**src/tacsc_pkg.sv**
```systemverilog
// ----------------------------------------------------------------------------
// tacsc_pkg: shared types and constants of the three-axis speed controller
// Holds register indexes, reset values and the sequencer state type.
// ----------------------------------------------------------------------------
`timescale 1ns / 1ps
`default_nettype none

package tacsc_pkg;

    // Width of the configuration register index
    localparam int CFG_IDX_BITS = 3;

    // Configuration register indexes
    typedef enum logic [CFG_IDX_BITS-1:0] {
        REG_TARGET_AXIS1 = 3'd0,
        REG_TARGET_AXIS2 = 3'd1,
        REG_TARGET_AXIS3 = 3'd2,
        REG_MAX_SPEED    = 3'd3,
        REG_TOLERANCE    = 3'd4
    } tacsc_reg_t;

    // Register reset values
    localparam int RST_MAX_SPEED = 40;
    localparam int RST_TOLERANCE = 5;

    // Sequencer states
    typedef enum logic [1:0] {
        ST_IDLE,
        ST_EVAL,
        ST_DIV,
        ST_DONE
    } tacsc_state_t;

endpackage

`default_nettype wire

```
**src/tacsc_in_if.sv**
```systemverilog
// ----------------------------------------------------------------------------
// tacsc_in_if: tick request channel
// Carries the start bit and the three potentiometer readings.
// ----------------------------------------------------------------------------
`timescale 1ns / 1ps
`default_nettype none

interface tacsc_in_if #(
    parameter int POS_BITS = 10
);
    logic                valid;
    logic                ready;
    logic                start_req;
    logic [POS_BITS-1:0] pos_axis1;
    logic [POS_BITS-1:0] pos_axis2;
    logic [POS_BITS-1:0] pos_axis3;

    modport source (output valid, start_req, pos_axis1, pos_axis2, pos_axis3,
                    input ready);
    modport sink   (input valid, start_req, pos_axis1, pos_axis2, pos_axis3,
                    output ready);
endinterface

`default_nettype wire

```
**src/tacsc_out_if.sv**
```systemverilog
// ----------------------------------------------------------------------------
// tacsc_out_if: motor command channel
// Carries the run flag and the direction and duty of each axis.
// ----------------------------------------------------------------------------
`timescale 1ns / 1ps
`default_nettype none

interface tacsc_out_if #(
    parameter int SPEED_BITS = 8
);
    logic                  valid;
    logic                  ready;
    logic                  running;
    logic                  dir_axis1;
    logic [SPEED_BITS-1:0] speed_axis1;
    logic                  dir_axis2;
    logic [SPEED_BITS-1:0] speed_axis2;
    logic                  dir_axis3;
    logic [SPEED_BITS-1:0] speed_axis3;

    modport source (output valid, running, dir_axis1, speed_axis1, dir_axis2,
                    speed_axis2, dir_axis3, speed_axis3,
                    input ready);
    modport sink   (input valid, running, dir_axis1, speed_axis1, dir_axis2,
                    speed_axis2, dir_axis3, speed_axis3,
                    output ready);
endinterface

`default_nettype wire

```
**src/tacsc_lane.sv**
```systemverilog
// ----------------------------------------------------------------------------
// tacsc_lane: per-axis error lane
// Registers the absolute error and the drive direction of one axis.
// ----------------------------------------------------------------------------
`timescale 1ns / 1ps
`default_nettype none

module tacsc_lane #(
    parameter int POS_BITS = 10
) (
    input  wire logic                clk,
    input  wire logic                load,
    input  wire logic [POS_BITS-1:0] target,
    input  wire logic [POS_BITS-1:0] pos,
    output logic      [POS_BITS-1:0] err,
    output logic                     dir
);

    logic [POS_BITS-1:0] err_reg;
    logic [POS_BITS-1:0] err_next;
    logic                dir_reg;
    logic                dir_next;

    // Forward when the goal lies above the reading
    always_comb
    begin
        dir_next = (target > pos);
        err_next = dir_next ? (target - pos) : (pos - target);
    end

    // Capture on a new tick
    always_ff @(posedge clk)
    begin
        if (load)
        begin
            err_reg <= err_next;
            dir_reg <= dir_next;
        end
    end

    assign err = err_reg;
    assign dir = dir_reg;

endmodule

`default_nettype wire

```
**src/tacsc_div.sv**
```systemverilog
// ----------------------------------------------------------------------------
// tacsc_div: scaled speed divider
// Forms speed*err and divides it by the lead error, one quotient bit per
// cycle (restoring), then saturates at full-scale duty.
// ----------------------------------------------------------------------------
`timescale 1ns / 1ps
`default_nettype none

module tacsc_div #(
    parameter int POS_BITS   = 10,
    parameter int SPEED_BITS = 8
) (
    input  wire logic                  clk,
    input  wire logic                  rst_n,
    input  wire logic                  start,
    input  wire logic [SPEED_BITS-1:0] speed,
    input  wire logic [POS_BITS-1:0]   err,
    input  wire logic [POS_BITS-1:0]   lead,
    output logic                       busy,
    output logic      [SPEED_BITS-1:0] quo
);

    localparam int NUM_BITS = SPEED_BITS + POS_BITS;
    localparam int CNT_BITS = $clog2(NUM_BITS + 1);

    logic                busy_reg;
    logic                busy_next;
    logic [CNT_BITS-1:0] cnt_reg;
    logic [CNT_BITS-1:0] cnt_next;
    logic [NUM_BITS-1:0] quo_reg;
    logic [NUM_BITS-1:0] quo_next;
    logic [POS_BITS-1:0] rem_reg;
    logic [POS_BITS-1:0] rem_next;
    logic [POS_BITS-1:0] den_reg;
    logic [POS_BITS-1:0] den_next;
    logic [POS_BITS:0]   rem_shift;
    logic [POS_BITS:0]   rem_diff;

    // Load the product, then shift one quotient bit per cycle
    always_comb
    begin
        busy_next = busy_reg;
        cnt_next  = cnt_reg;
        quo_next  = quo_reg;
        rem_next  = rem_reg;
        den_next  = den_reg;
        rem_shift = {rem_reg, quo_reg[NUM_BITS-1]};
        rem_diff  = rem_shift - {1'b0, den_reg};
        if (start)
        begin
            busy_next = 1'b1;
            cnt_next  = CNT_BITS'(NUM_BITS);
            quo_next  = NUM_BITS'(speed * err);
            rem_next  = '0;
            den_next  = lead;
        end
        else if (busy_reg)
        begin
            if (rem_shift >= {1'b0, den_reg})
            begin
                rem_next = rem_diff[POS_BITS-1:0];
                quo_next = {quo_reg[NUM_BITS-2:0], 1'b1};
            end
            else
            begin
                rem_next = rem_shift[POS_BITS-1:0];
                quo_next = {quo_reg[NUM_BITS-2:0], 1'b0};
            end
            cnt_next = cnt_reg - CNT_BITS'(1);
            if (cnt_reg == CNT_BITS'(1))
            begin
                busy_next = 1'b0;
            end
        end
    end

    // Control state
    always_ff @(posedge clk or negedge rst_n)
    begin
        if (!rst_n)
        begin
            busy_reg <= 1'b0;
            cnt_reg  <= '0;
        end
        else
        begin
            busy_reg <= busy_next;
            cnt_reg  <= cnt_next;
        end
    end

    // Datapath
    always_ff @(posedge clk)
    begin
        quo_reg <= quo_next;
        rem_reg <= rem_next;
        den_reg <= den_next;
    end

    // Saturate at full scale; a zero lead yields all ones and saturates too
    assign quo  = (quo_reg[NUM_BITS-1:SPEED_BITS] != '0) ? '1
                                                          : quo_reg[SPEED_BITS-1:0];
    assign busy = busy_reg;

endmodule

`default_nettype wire

```
**src/three_axis_coordinated_speed_ctrl.sv**
```systemverilog
// ----------------------------------------------------------------------------
// three_axis_coordinated_speed_ctrl: coordinated speed controller
// Three error lanes, a lead-axis merge and two divider lanes give each axis
// a duty proportional to its error, with an arrived latch that pauses all.
//
//   channel   dir  handshake            payload
//   in_ch     in   valid/ready          start_req, pos_axis1..3
//   out_ch    out  valid/ready          running, dir/speed_axis1..3
//   cfg       in   cfg_we (no stall)    cfg_index, cfg_data
//
// A moving tick passes from the accepting edge through evaluation and the
// bit-serial dividers to the loaded result; a paused tick goes from
// evaluation straight to the result. One tick is worked at a time, and the
// next request is taken in the cycle after the result loads. The result
// register frees the input while a result waits; a stalled output holds
// the next result in the divider lanes. Reset sets the arrived latch and
// the register defaults.
// ----------------------------------------------------------------------------
`timescale 1ns / 1ps
`default_nettype none

module three_axis_coordinated_speed_ctrl
    import tacsc_pkg::*;
#(
    parameter int POS_BITS   = 10,
    parameter int SPEED_BITS = 8,
    localparam int CFG_BITS  = (POS_BITS > SPEED_BITS) ? POS_BITS : SPEED_BITS
) (
    input  wire logic                    clk,
    input  wire logic                    rst_n,
    input  wire logic                    cfg_we,
    input  wire logic [CFG_IDX_BITS-1:0] cfg_index,
    input  wire logic [CFG_BITS-1:0]     cfg_data,
    tacsc_in_if.sink                     in_ch,
    tacsc_out_if.source                  out_ch
);

    // Configuration registers
    logic [POS_BITS-1:0]   target1_reg;
    logic [POS_BITS-1:0]   target2_reg;
    logic [POS_BITS-1:0]   target3_reg;
    logic [SPEED_BITS-1:0] max_speed_reg;
    logic [POS_BITS-1:0]   tolerance_reg;

    // Control
    tacsc_state_t state_reg;
    tacsc_state_t state_next;
    logic         arrived_reg;
    logic         arrived_next;
    logic         paused_reg;
    logic         paused_next;
    logic         lead1_reg;
    logic         lead1_next;
    logic         lead_zero_reg;
    logic         lead_zero_next;
    logic         in_accept;
    logic         div_start;
    logic         out_load;

    // Lanes
    logic [POS_BITS-1:0]   err1;
    logic [POS_BITS-1:0]   err2;
    logic [POS_BITS-1:0]   err3;
    logic                  dir1;
    logic                  dir2;
    logic                  dir3;
    logic [POS_BITS-1:0]   lead_err;
    logic [POS_BITS-1:0]   other_err;
    logic                  lead1_now;
    logic                  stop_now;
    logic                  busy_a;
    logic                  busy_b;
    logic [SPEED_BITS-1:0] quo_a;
    logic [SPEED_BITS-1:0] quo_b;

    // Result register
    logic                  out_valid_reg;
    logic                  out_valid_next;
    logic                  running_reg;
    logic                  dir1_reg;
    logic                  dir2_reg;
    logic                  dir3_reg;
    logic [SPEED_BITS-1:0] speed1_reg;
    logic [SPEED_BITS-1:0] speed2_reg;
    logic [SPEED_BITS-1:0] speed3_reg;
    logic                  running_next;
    logic                  dir1_next;
    logic                  dir2_next;
    logic                  dir3_next;
    logic [SPEED_BITS-1:0] speed1_next;
    logic [SPEED_BITS-1:0] speed2_next;
    logic [SPEED_BITS-1:0] speed3_next;

    assign in_accept = in_ch.valid && in_ch.ready;

    // Write configuration registers
    always_ff @(posedge clk or negedge rst_n)
    begin
        if (!rst_n)
        begin
            target1_reg   <= '0;
            target2_reg   <= '0;
            target3_reg   <= '0;
            max_speed_reg <= SPEED_BITS'(RST_MAX_SPEED);
            tolerance_reg <= POS_BITS'(RST_TOLERANCE);
        end
        else if (cfg_we)
        begin
            case (cfg_index)
                REG_TARGET_AXIS1: target1_reg   <= cfg_data[POS_BITS-1:0];
                REG_TARGET_AXIS2: target2_reg   <= cfg_data[POS_BITS-1:0];
                REG_TARGET_AXIS3: target3_reg   <= cfg_data[POS_BITS-1:0];
                REG_MAX_SPEED:    max_speed_reg <= cfg_data[SPEED_BITS-1:0];
                REG_TOLERANCE:    tolerance_reg <= cfg_data[POS_BITS-1:0];
                default:          ;
            endcase
        end
    end

    // Error lanes, one per axis
    tacsc_lane #(.POS_BITS(POS_BITS)) u_lane1 (
        .clk    (clk),
        .load   (in_accept),
        .target (target1_reg),
        .pos    (in_ch.pos_axis1),
        .err    (err1),
        .dir    (dir1)
    );

    tacsc_lane #(.POS_BITS(POS_BITS)) u_lane2 (
        .clk    (clk),
        .load   (in_accept),
        .target (target2_reg),
        .pos    (in_ch.pos_axis2),
        .err    (err2),
        .dir    (dir2)
    );

    tacsc_lane #(.POS_BITS(POS_BITS)) u_lane3 (
        .clk    (clk),
        .load   (in_accept),
        .target (target3_reg),
        .pos    (in_ch.pos_axis3),
        .err    (err3),
        .dir    (dir3)
    );

    // Merge: pick the lead actuator (axis2 on a tie) and test for a stop (arrival or a zero actuator target)
    always_comb
    begin
        lead1_now = (err1 > err2);
        lead_err  = lead1_now ? err1 : err2;
        other_err = lead1_now ? err2 : err1;
        stop_now  = (target1_reg == '0) || (target2_reg == '0) ||
                    ((err1 <= tolerance_reg) && (err2 <= tolerance_reg) &&
                     (err3 <= tolerance_reg));
    end

    // Divider lanes: the other actuator and the turntable
    tacsc_div #(.POS_BITS(POS_BITS), .SPEED_BITS(SPEED_BITS)) u_div_a (
        .clk   (clk),
        .rst_n (rst_n),
        .start (div_start),
        .speed (max_speed_reg),
        .err   (other_err),
        .lead  (lead_err),
        .busy  (busy_a),
        .quo   (quo_a)
    );

    tacsc_div #(.POS_BITS(POS_BITS), .SPEED_BITS(SPEED_BITS)) u_div_b (
        .clk   (clk),
        .rst_n (rst_n),
        .start (div_start),
        .speed (max_speed_reg),
        .err   (err3),
        .lead  (lead_err),
        .busy  (busy_b),
        .quo   (quo_b)
    );

    // Sequencer: next state and strobes
    always_comb
    begin
        state_next     = state_reg;
        arrived_next   = arrived_reg;
        paused_next    = paused_reg;
        lead1_next     = lead1_reg;
        lead_zero_next = lead_zero_reg;
        in_ch.ready    = 1'b0;
        div_start      = 1'b0;
        out_load       = 1'b0;
        case (state_reg)
            ST_IDLE:
            begin
                in_ch.ready = 1'b1;
                if (in_ch.valid)
                begin
                    // A start request clears the latch before evaluation
                    arrived_next = arrived_reg && !in_ch.start_req;
                    state_next   = ST_EVAL;
                end
            end
            ST_EVAL:
            begin
                if (arrived_reg || stop_now)
                begin
                    arrived_next = 1'b1;
                    paused_next  = 1'b1;
                    state_next   = ST_DONE;
                end
                else
                begin
                    paused_next    = 1'b0;
                    lead1_next     = lead1_now;
                    lead_zero_next = (lead_err == '0);
                    div_start      = 1'b1;
                    state_next     = ST_DIV;
                end
            end
            ST_DIV:
            begin
                if (!busy_a && !busy_b)
                begin
                    state_next = ST_DONE;
                end
            end
            ST_DONE:
            begin
                if (!out_valid_reg || out_ch.ready)
                begin
                    out_load   = 1'b1;
                    state_next = ST_IDLE;
                end
            end
            default:
            begin
                state_next = ST_IDLE;
            end
        endcase
    end

    always_ff @(posedge clk or negedge rst_n)
    begin
        if (!rst_n)
        begin
            state_reg     <= ST_IDLE;
            arrived_reg   <= 1'b1;
            paused_reg    <= 1'b1;
            lead1_reg     <= 1'b0;
            lead_zero_reg <= 1'b0;
        end
        else
        begin
            state_reg     <= state_next;
            arrived_reg   <= arrived_next;
            paused_reg    <= paused_next;
            lead1_reg     <= lead1_next;
            lead_zero_reg <= lead_zero_next;
        end
    end

    // Assemble the result; zero everything when paused
    always_comb
    begin
        running_next = 1'b0;
        dir1_next    = 1'b0;
        dir2_next    = 1'b0;
        dir3_next    = 1'b0;
        speed1_next  = '0;
        speed2_next  = '0;
        speed3_next  = '0;
        if (!paused_reg)
        begin
            running_next = 1'b1;
            dir1_next    = dir1;
            dir2_next    = dir2;
            dir3_next    = dir3;
            speed3_next  = quo_b;
            if (lead1_reg)
            begin
                speed1_next = max_speed_reg;
                speed2_next = quo_a;
            end
            else
            begin
                speed2_next = max_speed_reg;
                speed1_next = lead_zero_reg ? '0 : quo_a;
            end
        end
    end

    // Result valid flag
    always_comb
    begin
        out_valid_next = out_valid_reg;
        if (out_load)
        begin
            out_valid_next = 1'b1;
        end
        else if (out_ch.ready)
        begin
            out_valid_next = 1'b0;
        end
    end

    always_ff @(posedge clk or negedge rst_n)
    begin
        if (!rst_n)
        begin
            out_valid_reg <= 1'b0;
        end
        else
        begin
            out_valid_reg <= out_valid_next;
        end
    end

    // Result payload
    always_ff @(posedge clk)
    begin
        if (out_load)
        begin
            running_reg <= running_next;
            dir1_reg    <= dir1_next;
            dir2_reg    <= dir2_next;
            dir3_reg    <= dir3_next;
            speed1_reg  <= speed1_next;
            speed2_reg  <= speed2_next;
            speed3_reg  <= speed3_next;
        end
    end

    assign out_ch.valid       = out_valid_reg;
    assign out_ch.running     = running_reg;
    assign out_ch.dir_axis1   = dir1_reg;
    assign out_ch.speed_axis1 = speed1_reg;
    assign out_ch.dir_axis2   = dir2_reg;
    assign out_ch.speed_axis2 = speed2_reg;
    assign out_ch.dir_axis3   = dir3_reg;
    assign out_ch.speed_axis3 = speed3_reg;

endmodule

`default_nettype wire

```
**src/flat_wrapper.sv**
```systemverilog
// flat-port wrapper written by rule: the top's interface ports become plain ports
module three_axis_coordinated_speed_ctrl_flat import tacsc_pkg::*;
#(
    parameter int POS_BITS   = 10,
    parameter int SPEED_BITS = 8,
    localparam int CFG_BITS  = (POS_BITS > SPEED_BITS) ? POS_BITS : SPEED_BITS
)
  (clk, rst_n, cfg_we, cfg_index, cfg_data, in_ch_valid, in_ch_start_req, in_ch_pos_axis1, in_ch_pos_axis2, in_ch_pos_axis3, in_ch_ready, out_ch_valid, out_ch_running, out_ch_dir_axis1, out_ch_speed_axis1, out_ch_dir_axis2, out_ch_speed_axis2, out_ch_dir_axis3, out_ch_speed_axis3, out_ch_ready);
  tacsc_in_if #(.POS_BITS(POS_BITS)) in_ch_i ();
  tacsc_out_if #(.SPEED_BITS(SPEED_BITS)) out_ch_i ();
  input  wire logic clk;
  input  wire logic rst_n;
  input  wire logic cfg_we;
  input  wire logic [CFG_IDX_BITS-1:0] cfg_index;
  input  wire logic [CFG_BITS-1:0] cfg_data;
  input wire logic [$bits(in_ch_i.valid)-1:0] in_ch_valid;
  input wire logic [$bits(in_ch_i.start_req)-1:0] in_ch_start_req;
  input wire logic [$bits(in_ch_i.pos_axis1)-1:0] in_ch_pos_axis1;
  input wire logic [$bits(in_ch_i.pos_axis2)-1:0] in_ch_pos_axis2;
  input wire logic [$bits(in_ch_i.pos_axis3)-1:0] in_ch_pos_axis3;
  output wire logic [$bits(in_ch_i.ready)-1:0] in_ch_ready;
  output wire logic [$bits(out_ch_i.valid)-1:0] out_ch_valid;
  output wire logic [$bits(out_ch_i.running)-1:0] out_ch_running;
  output wire logic [$bits(out_ch_i.dir_axis1)-1:0] out_ch_dir_axis1;
  output wire logic [$bits(out_ch_i.speed_axis1)-1:0] out_ch_speed_axis1;
  output wire logic [$bits(out_ch_i.dir_axis2)-1:0] out_ch_dir_axis2;
  output wire logic [$bits(out_ch_i.speed_axis2)-1:0] out_ch_speed_axis2;
  output wire logic [$bits(out_ch_i.dir_axis3)-1:0] out_ch_dir_axis3;
  output wire logic [$bits(out_ch_i.speed_axis3)-1:0] out_ch_speed_axis3;
  input wire logic [$bits(out_ch_i.ready)-1:0] out_ch_ready;
  assign in_ch_i.valid = in_ch_valid;
  assign in_ch_i.start_req = in_ch_start_req;
  assign in_ch_i.pos_axis1 = in_ch_pos_axis1;
  assign in_ch_i.pos_axis2 = in_ch_pos_axis2;
  assign in_ch_i.pos_axis3 = in_ch_pos_axis3;
  assign in_ch_ready = in_ch_i.ready;
  assign out_ch_valid = out_ch_i.valid;
  assign out_ch_running = out_ch_i.running;
  assign out_ch_dir_axis1 = out_ch_i.dir_axis1;
  assign out_ch_speed_axis1 = out_ch_i.speed_axis1;
  assign out_ch_dir_axis2 = out_ch_i.dir_axis2;
  assign out_ch_speed_axis2 = out_ch_i.speed_axis2;
  assign out_ch_dir_axis3 = out_ch_i.dir_axis3;
  assign out_ch_speed_axis3 = out_ch_i.speed_axis3;
  assign out_ch_i.ready = out_ch_ready;
  three_axis_coordinated_speed_ctrl #(.POS_BITS(POS_BITS), .SPEED_BITS(SPEED_BITS)) u_core (.clk(clk), .rst_n(rst_n), .cfg_we(cfg_we), .cfg_index(cfg_index), .cfg_data(cfg_data), .in_ch(in_ch_i), .out_ch(out_ch_i));
endmodule
```
**config.mk**
```make
export PLATFORM = sky130hd
export DESIGN_NAME = three_axis_coordinated_speed_ctrl_flat
export DESIGN_NICKNAME = d
export VERILOG_FILES = /design/src/tacsc_pkg.sv /design/src/tacsc_in_if.sv /design/src/tacsc_out_if.sv /design/src/tacsc_lane.sv /design/src/tacsc_div.sv /design/src/three_axis_coordinated_speed_ctrl.sv /design/src/flat_wrapper.sv
export SDC_FILE = /design/constraint.sdc
export NUM_CORES = 1
export LEC_CHECK = 0
export BUFFER_PORTS_ARGS = -buffer_cell sky130_fd_sc_hd__buf_2
export CELL_PAD_IN_SITES_DETAIL_PLACEMENT = 0
export CELL_PAD_IN_SITES_GLOBAL_PLACEMENT = 1
export CORE_AREA = 2 2 245 247
export CTS_BUF_LIST = sky130_fd_sc_hd__clkbuf_16
export DETAILED_ROUTE_END_ITERATION = 16
export DIE_AREA = 0 0 247 249
export HOLD_SLACK_MARGIN = 0.12
export MAX_ROUTING_LAYER = met4
export PLACE_DENSITY = 0.53
export SYNTH_ARGS = -nofsm -noshare
export SYNTH_HDL_FRONTEND = slang
export SYNTH_SLANG_ARGS = --single-unit
export TNS_END_PERCENT = 30
```
**constraint.sdc**
```tcl
create_clock -name clk -period 9.65 [get_ports clk]
set_input_delay 1.93 -clock clk [delete_from_list [all_inputs] [get_ports clk]]
set_output_delay 1.93 -clock clk [all_outputs]
set_load 0.03 [all_outputs]
```
==> results <==
- The flow ran to the end, and the final reports show no timing, DRC or antenna violations.
- In this run the post-CTS setup repair buffer count came out at 0.
- Counting both buffers and inverters, the worst setup path holds a total of 5.
- The worst hold path begins at u_core.u_div_a.rem_reg[9]$_SDFFE_PP0P_.
- Setup repair after global routing left no endpoint under its margin.
- The via count of the first global-routing pass was 13018.
- The global-route layer with the greatest usage is met2.
- The sequential fraction of the synthesis area is 0.303.
- The category of the most critical setup path is flop to flop.
- The category of the worst setup path capture point is a flop.
- The slew at the pin closest to its max-slew limit is 1.20 ns.
- The number of clock buffers added by TritonCTS is 17.
- The longest clock path from root to sink contains 2 buffers.
- The floorplan step defined a core boundary enclosing 0.0587 mm^2.
- The path class of the lowest-slack min-delay path is flop to flop.
- The number of rows in the core area is 89.
- The worst hold path passes through 2 cells.
- The largest fanout of any net on the critical path is 18.
- STA classifies the critical path startpoint as a flop.
- The most common cell after layout, fill and taps aside is sky130_fd_sc_hd__inv_1.
- For this block, the via count after detailed routing is around 13000.
- The die area is between 0.06 and 0.07 mm^2.
- STA puts the critical path data arrival time at 7.62 ns.
- The final total negative setup slack is 0 ns.
- The count of yosys warnings during synthesis is 0.
- The average footprint of a synthesized cell is 9.56 um^2.
- The maximum level of the CTS H-tree is 4.
- Detailed placement ended at an HPWL of 36400 um.
- After synthesis the cells add up to 0.0175 mm^2.
- Max-cap violations in this run came to 0.
- The required time at the endpoint of the critical path is 9.87 ns.
- The number of gates given a new drive strength after cts is 0.
- Clock latency on the worst-skew pair, taken at its later pin, is about 0.50 ns.
- Subtracting the final worst setup slack from the clock period gives 7.41 ns.
- Of the cells placed in the final design, the portion with a size suffix greater than 1 is 0.112.
- The worst register-to-register path begins at u_core.u_lane2.err[2]$_DFFE_PP_.
- The initial antenna violation count is 4.
- Counting buffers and inverters, the worst setup path is 24 cells deep.
- The congestion estimate from routability-driven global placement came to 0.869.
- The clock-pin slew of the registers on the worst-case setup and hold paths is 0.08 ns.
- The post-route antenna net violation count is 0.
- The met3 usage is 0.0274.
- The signal on the critical path passes through inv_1 -> ha_1 -> a21oi_1 -> o22ai_1 -> o21a_1 -> o31ai_1 -> a32o_1 -> buf_4 -> mux2i_1 -> nand2b_1 -> fa_1 -> fa_1 -> inv_1 -> fa_1 -> inv_1 -> fa_1 -> inv_1 -> ha_1 -> a21boi_0 -> o41ai_1 -> o21ai_0 -> o41ai_1 -> xnor2_1 -> a21oi_1.
- The critical-path cell with the highest stage delay is sky130_fd_sc_hd__mux2i_1.
- The top achievable clock speed is about 140 MHz.
- The number of remaining DRC errors is 0.
- In the layout the commonest cells are sky130_fd_sc_hd__inv_1, sky130_fd_sc_hd__ha_1, sky130_fd_sc_hd__nand2_1.
- The most common flop cell mapped by yosys is sky130_fd_sc_hd__edfxtp_1.
- During placement, the flow inserted port buffers numbering 78.
- The number of primary I/O pins is 79.
- In this run, synthesis inferred 107 flip-flops with an integrated enable.
- The area growth from synthesis to layout is 10.9%.
- The internal reg-to-reg setup slack is 2.24 ns.
- The overall routed net length is 47500 um.
- The number of pins with negative max-slew slack in the final report is 0.
- The starting DRC count in detailed routing is 739.
- The pin count of the biggest net entering global routing is 55.
- The floorplan step set the die height to 249 um.
- The first global-routing pass estimated 75400 um of wire.
- The endpoint identified for the worst register-to-register timing path is u_core.u_div_a.quo_reg[17]$_DFFE_PP_.
- For this configuration, the core starts out at a cell density of 0.298.
- Global routing finished with a remaining overflow of 0.
- The number of nets handed over by synthesis was 2180.
- In this run the clock root is driven by a sky130_fd_sc_hd__clkbuf_16.
- For the worst flop-to-flop path, the logic depth is 24.
- The CTS tree is built.
- Setup violations remaining at the end of the flow were counted as 0.
- The fraction of synthesis flops using an asynchronous set or reset pin is 0.345.
- For this run, the total global-route usage over all layers was measured as 0.165.
- Grouping stages by cell kind, the critical path spends the most delay in adder cells.
- The number of nets in the finished design is 2235.
- The number of hold-slack violations in the final timing report is 0.
- For this run, global-route usage on met2 was measured as 0.248.
- The clock net sink count is between 150 and 200.
- For hold timing, the worst endpoint is u_core.u_div_a.rem_reg[9]$_SDFFE_PP0P_.
- The chip width is 247 um.
- In this run, synthesis produced a sequential element count of 194.
- Synthesis instantiated 88 different standard cells from the library.
- In the routed layout, each cell is associated on average with a via count of 4.81.
- The count of hold buffers inserted by post-cts repair is 0.
- In this run the tightest slew margin relative to its limit is 0.199.
- Counting the fill cells in the layout gives 6085.
- In the global route stage, met1 resource usage came out at 0.226.
- The largest clock skew in the final design is between 0.015 and 0.02 ns.
- The number of detailed-routing iterations run before antenna repair is 5.
- Of the available clock period, the critical path in the final layout requires 0.767.
- The routed wirelength normalized by instance count is 17.8 um.
- After technology mapping, the gate count stands at 1826.
- The highest cell delay on the worst timing path is 0.64 ns.
==> routing by layer <==
| metal | up-vias | routed length (um) |
|---|---|---|
| met5 | - | 0 |
| met4 | 0 | 1030 |
| met3 | 42 | 1630 |
| met2 | 209 | 21300 |
| met1 | 6248 | 23500 |
| li1 | 6333 | - |
==> metrics by stage <==
stage	setup WS [ns]	instance area, um^2	cells	util	hold slack, ns
2_1_floorplan	3.36	17500	1826	-	0.458
3_3_place_gp	2.27	18700	2635	0.319	0.484
3_5_place_dp	2.24	18700	2635	0.319	0.493
4_1_cts	2.19	19400	2667	0.330	0.505
5_1_grt	1.62	19400	2667	0.330	0.518
6_report	2.24	19400	2668	0.330	0.507
==> cells by family after synthesis <==
| family | share of synthesized area |
|---|---|
| xor gates and xnor gates | 0.0321 |
| muxes | 0.0512 |
| DFF | 0.303 |
| AOI/OAI and AO/OA | 0.121 |
| adders and majority gates | 0.263 |
| and+or+nand+nor | 0.161 |
| buffers and inverters | 0.0683 |
==> tightest hold or removal path, delay by kind of cell (launching register included) <==
family / cells / cell delay [ns]
flip-flops: 1 / 0.32
AND/OR/NAND/NOR: 1 / 0.08
AO/OA/AOI/OAI: 1 / 0.06
==> cells in the mapped netlist, types with 4 or more instances <==
| cell type | instances | area (um^2) |
|---|---|---|
| sky130_fd_sc_hd__nand2b_1 | 27 | 169 |
| sky130_fd_sc_hd__a221oi_1 | 5 | 43.8 |
| sky130_fd_sc_hd__nand4_1 | 14 | 87.6 |
| sky130_fd_sc_hd__inv_1 | 255 | 957 |
| sky130_fd_sc_hd__a21o_1 | 22 | 165 |
| sky130_fd_sc_hd__fa_1 | 104 | 2080 |
| sky130_fd_sc_hd__a21boi_0 | 6 | 45.0 |
| sky130_fd_sc_hd__xor2_1 | 19 | 166 |
| sky130_fd_sc_hd__nand3_1 | 24 | 120 |
| sky130_fd_sc_hd__and4_1 | 4 | 35.0 |
| sky130_fd_sc_hd__edfxtp_1 | 107 | 3210 |
| sky130_fd_sc_hd__a31oi_1 | 8 | 50.1 |
| sky130_fd_sc_hd__o21bai_1 | 9 | 67.6 |
| sky130_fd_sc_hd__nor2_1 | 102 | 383 |
| sky130_fd_sc_hd__mux2_2 | 51 | 574 |
| sky130_fd_sc_hd__nand2_1 | 124 | 465 |
| sky130_fd_sc_hd__and3_1 | 8 | 50.1 |
| sky130_fd_sc_hd__nor3_1 | 45 | 225 |
| sky130_fd_sc_hd__o311a_1 | 4 | 40.0 |
| sky130_fd_sc_hd__a211oi_1 | 22 | 165 |
| sky130_fd_sc_hd__or3_1 | 6 | 37.5 |
| sky130_fd_sc_hd__xnor2_1 | 45 | 394 |
| sky130_fd_sc_hd__ha_1 | 201 | 2510 |
| sky130_fd_sc_hd__or2_2 | 4 | 25.0 |
| sky130_fd_sc_hd__nor2b_1 | 96 | 601 |
| sky130_fd_sc_hd__nand3b_1 | 8 | 60.1 |
| sky130_fd_sc_hd__o21ai_0 | 103 | 515 |
| sky130_fd_sc_hd__nor4_1 | 9 | 56.3 |
| sky130_fd_sc_hd__and2_1 | 46 | 288 |
| sky130_fd_sc_hd__clkbuf_1 | 43 | 161 |
| sky130_fd_sc_hd__dfxtp_1 | 20 | 400 |
| sky130_fd_sc_hd__dfrtp_1 | 61 | 1530 |
| sky130_fd_sc_hd__o21a_1 | 8 | 60.1 |
| sky130_fd_sc_hd__buf_2 | 11 | 55.1 |
| sky130_fd_sc_hd__dfstp_2 | 6 | 158 |
| sky130_fd_sc_hd__o211ai_1 | 5 | 37.5 |
| sky130_fd_sc_hd__a21oi_1 | 89 | 445 |
| sky130_fd_sc_hd__mux2i_1 | 32 | 320 |
| sky130_fd_sc_hd__o31a_1 | 4 | 35.0 |
==> how the worst max path moves through the flow <==
stage / startpoint / end
6_report: u_core.u_lane2.err[2]$_DFFE_PP_ / u_core.u_div_a.quo_reg[17]$_DFFE_PP_
5_1_grt: u_core.u_lane2.err[2]$_DFFE_PP_ / u_core.u_div_a.quo_reg[17]$_DFFE_PP_
4_1_cts: u_core.u_lane2.err[2]$_DFFE_PP_ / u_core.u_div_a.quo_reg[17]$_DFFE_PP_
3_5_place_dp: u_core.u_lane2.err[2]$_DFFE_PP_ / u_core.u_div_a.quo_reg[17]$_DFFE_PP_
3_3_place_gp: u_core.u_lane2.err[2]$_DFFE_PP_ / u_core.u_div_a.quo_reg[17]$_DFFE_PP_
2_1_floorplan: u_core.u_lane1.err[4]$_DFFE_PP_ / u_core.u_div_a.quo_reg[17]$_DFFE_PP_
==> area by class of cell <==
| type | instances | area [um^2] | area share |
|---|---|---|---|
| repair buffers | 93 | 505 | 0.0261 |
| well taps | 773 | 967 | 0.0499 |
| clock buffers | 17 | 425 | 0.0220 |
| multi-input cells | 1319 | 11000 | 0.568 |
| flip-flops and latches | 194 | 5300 | 0.274 |
| diodes | 1 | 2.50 | 0.000129 |
| inverters | 256 | 961 | 0.0496 |
| clock inverters | 15 | 206 | 0.0107 |
Power is not shown: default switching activity piles up to over one toggle a cycle in this logic, so the estimate is an artifact.
